## src/assert_macros.svh

```systemverilog
// Assertion helpers used by the crossfader core.
// Each expects clk_i and rst_ni in scope.
`ifndef ASSERT_MACROS_SVH
`define ASSERT_MACROS_SVH

// Property checked at every clock edge outside reset.
`define SDC_ASSERT(lbl, prop, msg) \
  lbl: assert property (@(posedge clk_i) disable iff (!rst_ni) (prop)) else $error(msg);

// Antecedent in one cycle implies consequent in the next.
`define SDC_ASSERT_NEXT(lbl, ante, cons, msg) \
  lbl: assert property (@(posedge clk_i) disable iff (!rst_ni) (ante) |=> (cons)) else $error(msg);

`endif

```

## src/sdc_pkg.sv

```systemverilog
package sdc_pkg;

  localparam int SAMPLE_W   = 16;
  localparam int FADE_W     = 19;
  localparam int MAX_FADE   = 262144;
  localparam int POS_W      = $clog2(MAX_FADE);
  localparam int FADE_RESET = 3 * 44100;

  // Serial blend unit sizing
  localparam int MUL_STEPS = FADE_W;
  localparam int DIV_STEPS = SAMPLE_W;
  localparam int CNT_W     = $clog2(MUL_STEPS);
  localparam int HI_W      = SAMPLE_W + 4;
  localparam int PROD_W    = HI_W + FADE_W;
  localparam int MAG_W     = SAMPLE_W + POS_W;

  typedef enum logic [1:0] {
    S_IDLE,
    S_READ,
    S_BLEND,
    S_EMIT
  } sdc_state_e;

  typedef enum logic [2:0] {
    BL_IDLE,
    BL_MUL,
    BL_ABS,
    BL_DIV,
    BL_DONE
  } bl_phase_e;

  typedef logic [FADE_W-1:0] fade_t;

endpackage

```

## src/sdc_blend.sv

```systemverilog
module sdc_blend import sdc_pkg::*; (
  input  logic                clk_i,
  input  logic                rst_ni,
  input  logic                start_i,
  input  logic [SAMPLE_W-1:0] old_i,
  input  logic [SAMPLE_W-1:0] cur_i,
  input  fade_t               wt_old_i,
  input  fade_t               wt_cur_i,
  input  fade_t               div_i,
  output logic                done_o,
  output logic [SAMPLE_W-1:0] res_o
);

  bl_phase_e phase_q, phase_d;
  logic [CNT_W-1:0] cnt_q, cnt_d;

  logic [SAMPLE_W-1:0] old_q, cur_q;
  fade_t               wo_q, wc_q, div_q;
  logic [HI_W-1:0]     hi_q;
  logic [FADE_W-1:0]   lo_q;
  logic                neg_q;
  fade_t               rem_q;
  logic [SAMPLE_W-1:0] quo_q;

  logic [SAMPLE_W:0]   term;
  logic [HI_W-1:0]     hsum;
  logic [PROD_W-1:0]   prod;
  logic [PROD_W-1:0]   mag;
  fade_t               trial;
  logic                ge;
  logic                mul_last, div_last;

  assign mul_last = (cnt_q == CNT_W'(MUL_STEPS - 1));
  assign div_last = (cnt_q == CNT_W'(DIV_STEPS - 1));

  // One weight bit of each operand per cycle, accumulated at the top and shifted down
  always_comb begin
    term = (wo_q[0] ? {old_q[SAMPLE_W-1], old_q} : '0)
         + (wc_q[0] ? {cur_q[SAMPLE_W-1], cur_q} : '0);
    hsum = hi_q + {{(HI_W-SAMPLE_W-1){term[SAMPLE_W]}}, term};
    prod = {hi_q, lo_q};
    mag  = prod[PROD_W-1] ? (~prod + PROD_W'(1)) : prod;
    trial = {rem_q[FADE_W-2:0], quo_q[SAMPLE_W-1]};
    ge    = (trial >= div_q);
  end

  always_comb begin
    phase_d = phase_q;
    cnt_d   = cnt_q;
    case (phase_q)
      BL_IDLE: begin
        if (start_i) begin
          phase_d = BL_MUL;
          cnt_d   = '0;
        end
      end
      BL_MUL: begin
        cnt_d = cnt_q + CNT_W'(1);
        if (mul_last) begin
          phase_d = BL_ABS;
        end
      end
      BL_ABS: begin
        phase_d = BL_DIV;
        cnt_d   = '0;
      end
      BL_DIV: begin
        cnt_d = cnt_q + CNT_W'(1);
        if (div_last) begin
          phase_d = BL_DONE;
        end
      end
      BL_DONE: phase_d = BL_IDLE;
      default: phase_d = BL_IDLE;
    endcase
  end

  always_comb begin
    done_o = 1'b0;
    res_o  = '0;
    case (phase_q)
      BL_DONE: begin
        done_o = 1'b1;
        res_o  = neg_q ? (~quo_q + SAMPLE_W'(1)) : quo_q;
      end
      default: begin
        done_o = 1'b0;
        res_o  = '0;
      end
    endcase
  end

  always_ff @(posedge clk_i or negedge rst_ni) begin
    if (!rst_ni) begin
      phase_q <= BL_IDLE;
      cnt_q   <= '0;
    end else begin
      phase_q <= phase_d;
      cnt_q   <= cnt_d;
    end
  end

  always_ff @(posedge clk_i) begin
    case (phase_q)
      BL_IDLE: begin
        if (start_i) begin
          old_q <= old_i;
          cur_q <= cur_i;
          wo_q  <= wt_old_i;
          wc_q  <= wt_cur_i;
          div_q <= div_i;
          hi_q  <= '0;
          lo_q  <= '0;
        end
      end
      BL_MUL: begin
        hi_q <= {hsum[HI_W-1], hsum[HI_W-1:1]};
        lo_q <= {hsum[0], lo_q[FADE_W-1:1]};
        wo_q <= wo_q >> 1;
        wc_q <= wc_q >> 1;
      end
      BL_ABS: begin
        // Quotient fits in the sample width, so the top bits start below the divisor
        neg_q <= prod[PROD_W-1];
        rem_q <= {1'b0, mag[MAG_W-1:SAMPLE_W]};
        quo_q <= mag[SAMPLE_W-1:0];
      end
      BL_DIV: begin
        rem_q <= ge ? (trial - div_q) : trial;
        quo_q <= {quo_q[SAMPLE_W-2:0], ge};
      end
      default: begin
      end
    endcase
  end

endmodule

```

## config.mk

```make
export PLATFORM = sky130hd
export DESIGN_NAME = sdc_blend
export DESIGN_NICKNAME = d
export VERILOG_FILES = /design/src/assert_macros.svh /design/src/sdc_pkg.sv /design/src/sdc_blend.sv
export SDC_FILE = /design/constraint.sdc
export NUM_CORES = 1
export LEC_CHECK = 0
export ABC_AREA = 0
export BUFFER_PORTS_ARGS = -buffer_cell sky130_fd_sc_hd__buf_2
export CAP_MARGIN = 5
export CORE_MARGIN = 2
export CORE_UTILIZATION = 30
export DETAILED_ROUTE_END_ITERATION = 7
export SYNTH_ARGS = -nofsm -noshare
export SYNTH_HDL_FRONTEND = slang
export SYNTH_SLANG_ARGS = --single-unit
```

## constraint.sdc

```tcl
create_clock -name clk_i -period 14.05 [get_ports clk_i]
set_input_delay 1.405 -clock clk_i [delete_from_list [all_inputs] [get_ports clk_i]]
set_output_delay 1.405 -clock clk_i [all_outputs]
set_load 0.05 [all_outputs]
```

==> results.py <==
metrics = {
    "status": {
        "status": "completed",
    },
    "placed_design": {
        "gp_congestion": 0.838,
        "io_buffers": 108,
        "dp_hpwl_um": 16900,
        "dpl-instance-area_um2": 11600,
    },
    "routing": {
        "drt_pass1_iterations": 5,
        "antenna_left": 0,
        "routed_via_density": 4.80,
        "drtIter0Drc": 429,
        "route.vias.total": 7709,
        "drc": 0,
        "wl_per_cell_um": 14.4,
        "drt_wl_total_um": 23100,
    },
    "clock_tree": {
        "cts_tree": "done",
        "path_clk_slew_ps": 70,
        "htree_levels": 4,
        "clockBufferDepth": 2,
        "cts_num_sinks": 170,
        "cts_buffers": 17,
        "insertion_delay_ps": 440,
        "postCtsSetupBuffers": 0,
        "cts_resized": 0,
        "cts_hold_buf": 0,
        "cts-root-buf": "clkbuf_16",
    },
    "layout": {
        "areaGrowthSynthToFinish_pct": 15.1,
        "n_antenna_cell": 0,
        "finish.instance_area_um2": 12100,
        "layout-drive-gt1-share_pct": 15.1,
        "final_nets": 1294,
    },
    "grt": {
        "grt_pass1_wl_um": 38200,
        "antenna_found_initial": 0,
        "grt.total_usage_pct": 13.1,
        "grt_pass1_vias": 7482,
        "grt_max_degree": 60,
        "grt.overflow.total": 0,
    },
    "power": {
        "power_leakage_nw": 4.89,
        "power_density_nw_per_um2": 130,
        "max-vdd-ir-drop_mv": 0.122,
    },
    "timing": {
        "holdWs_ps": 509,
        "finalHoldViolations": 0,
        "relSlewSlack_pct": 46.8,
        "fmax_mhz": 205,
        "tightest_slew_ps": 799,
        "final-setup-viol-count": 0,
        "post-route-min-period_ps": 4870,
        "finalCritPeriodShare_pct": 34.7,
        "drv_slew": 0,
        "rsz0062_at_grt": "false",
        "finClkSkew_ps": 14.3,
        "tns_ps": 0,
    },
    "die": {
        "io_pins": 109,
        "core_area_um2": 34500,
        "fp.dieW_um": 191,
        "start_util_pct": 30.5,
        "die-area_um2": 36600,
        "die_h_um": 191,
        "row_count": 68,
    },
    "synthesis": {
        "avgSynthCellArea_um2": 10.1,
        "ys_seq_elements": 170,
        "synth_enable_flop_cells": 162,
        "ys_seq_area_share_pct": 48.1,
        "synth.distinct_cells": 73,
        "syn-cell-area_um2": 10500,
        "ys_warn_count": 0,
        "async_reset_ff_share_pct": 4.71,
        "synthCells": 1040,
        "synth_nets": 1196,
        "synth_ff_type": "edfxtp_1",
    },
    "worst_setup_path": {
        "worstPathMaxFanout": 16,
        "cp-end-kind": "flop",
        "crit_required_ps": 14220,
        "cp.arrival_ps": 5040,
        "startpoint_type": "flop",
        "path_class": "flop to flop",
    },
    "hold_path": {
        "hold_class": "flop to flop",
    },
    "flow_run": {
        "drv_cap": 0,
    },
}
==> state kept, by name (all words and copies together) (netlist names) <==
register / cells
hi_q: 19
div_q: 19
wo_q: 19
old_q: 16
phase_q: 3
neg_q: 1
wc_q: 19
cur_q: 16
cnt_q: 5
rem_q: 18
lo_q: 19
quo_q: 16
==> placed cells by master, fill, tap and decap left out, types with 12 or more instances in the layout <==
cell type	instances
a21oi_1	47
mux2i_1	13
o31ai_1	21
nand2_1	171
edfxtp_1	162
and2_1	55
nand4_1	12
o21ai_0	57
nor2_1	71
clkbuf_16	18
nand3_1	17
ha_1	61
inv_1	50
nor3_1	17
xor2_1	42
a21o_1	15
buf_2	108
xnor2_1	37
==> area by class of cell <==
class,count,area (um2)
clock inverter,8,53.8
tap,455,569
timing repair buffer,117,608
inverter,50,188
fill,3546,22400
clock buffer,24,503
multi-input combinational,782,5120
sequential,170,5060
==> per-stage QoR <==
step	utilization [%]	std cells	total power [mW]	setup WS [ps]
2_1_floorplan	-	1040	1.02	5450
3_3_place_gp	33.4	1574	1.13	9360
3_5_place_dp	33.4	1574	1.13	9160
4_1_cts	35.1	1606	1.59	9160
5_1_grt	35.1	1606	1.66	8800
6_report	35.1	1606	1.57	9180
==> routing by layer <==
layer | vias up | global-route usage [%] | part of all wire [%]
met5 | - | 0 | 0
met4 | 0 | 4.02 | 1.5
met3 | 18 | 2.59 | 3.7
met2 | 135 | 21.2 | 46
met1 | 3602 | 17.6 | 49
li1 | 3954 | - | -
==> power by group <==
group | switching (mW) | internal, mW | total (mW) | leakage, nW
sequential | 0.0471 | 0.604 | 0.651 | 1.58
clock | 0.200 | 0.252 | 0.451 | 0.281
combinational | 0.307 | 0.165 | 0.472 | 3.03
total | 0.554 | 1.02 | 1.57 | 4.89
==> final timing paths <==
path / start / to / slack (ps) / cells past startpoint
setup / recovery: wo_q[0]$_DFFE_PP_ / hi_q[16]$_SDFFCE_PN0P_ / 9180 / 19
hold / removal: wo_q[12]$_DFFE_PP_ / wo_q[11]$_DFFE_PP_ / 510 / 2
setup reg to reg: wo_q[0]$_DFFE_PP_ / hi_q[16]$_SDFFCE_PN0P_ / 9180 / 19
hold reg to reg: wo_q[12]$_DFFE_PP_ / wo_q[11]$_DFFE_PP_ / 510 / 2
max in group asynchronous: rst_ni / cnt_q[1]$_DFFE_PN0P_ / 13070 / 1
min in group asynchronous: rst_ni / cnt_q[3]$_DFFE_PN0P_ / 800 / 1
==> cells in the mapped netlist, drive strengths merged (22+ instances only) <==
library cell    n  share of area, %
and2           55               3.3
xnor2          37               3.1
xor2           42               3.5
nand2         171               6.1
ha             61               7.3
inv            50               1.8
nor2           75               2.7
o21ai          61               2.9
edfxtp        162                46
o31ai          22               1.6
a21oi          47               2.2
clkbuf         30               1.1
==> worst max-delay path, cell delays in order (launching register included) <==
cell,delay [ps]
edfxtp_1,570
and2_1,190
ha_1,180
inv_1,60
fa_1,410
nor2b_1,140
o21ai_0,110
a21boi_1,300
o21ai_0,200
a311oi_1,500
nor4b_1,120
or3_1,370
ha_1,380
nand2_1,90
nand2_1,90
a211o_1,280
a21bo_2,210
a31oi_1,200
xor2_1,160
nor2_1,50
==> cells by family after synthesis <==
kind of cell	share of synthesized area [%]
muxes	1.56
adders and majority gates	7.82
DFF	48.1
buffers and inverters	3.37
and+or+nand+nor	18.6
xor gates and xnor gates	6.58
AOI/OAI and AO/OA	13.9
(Power assumes the default switching activity.)
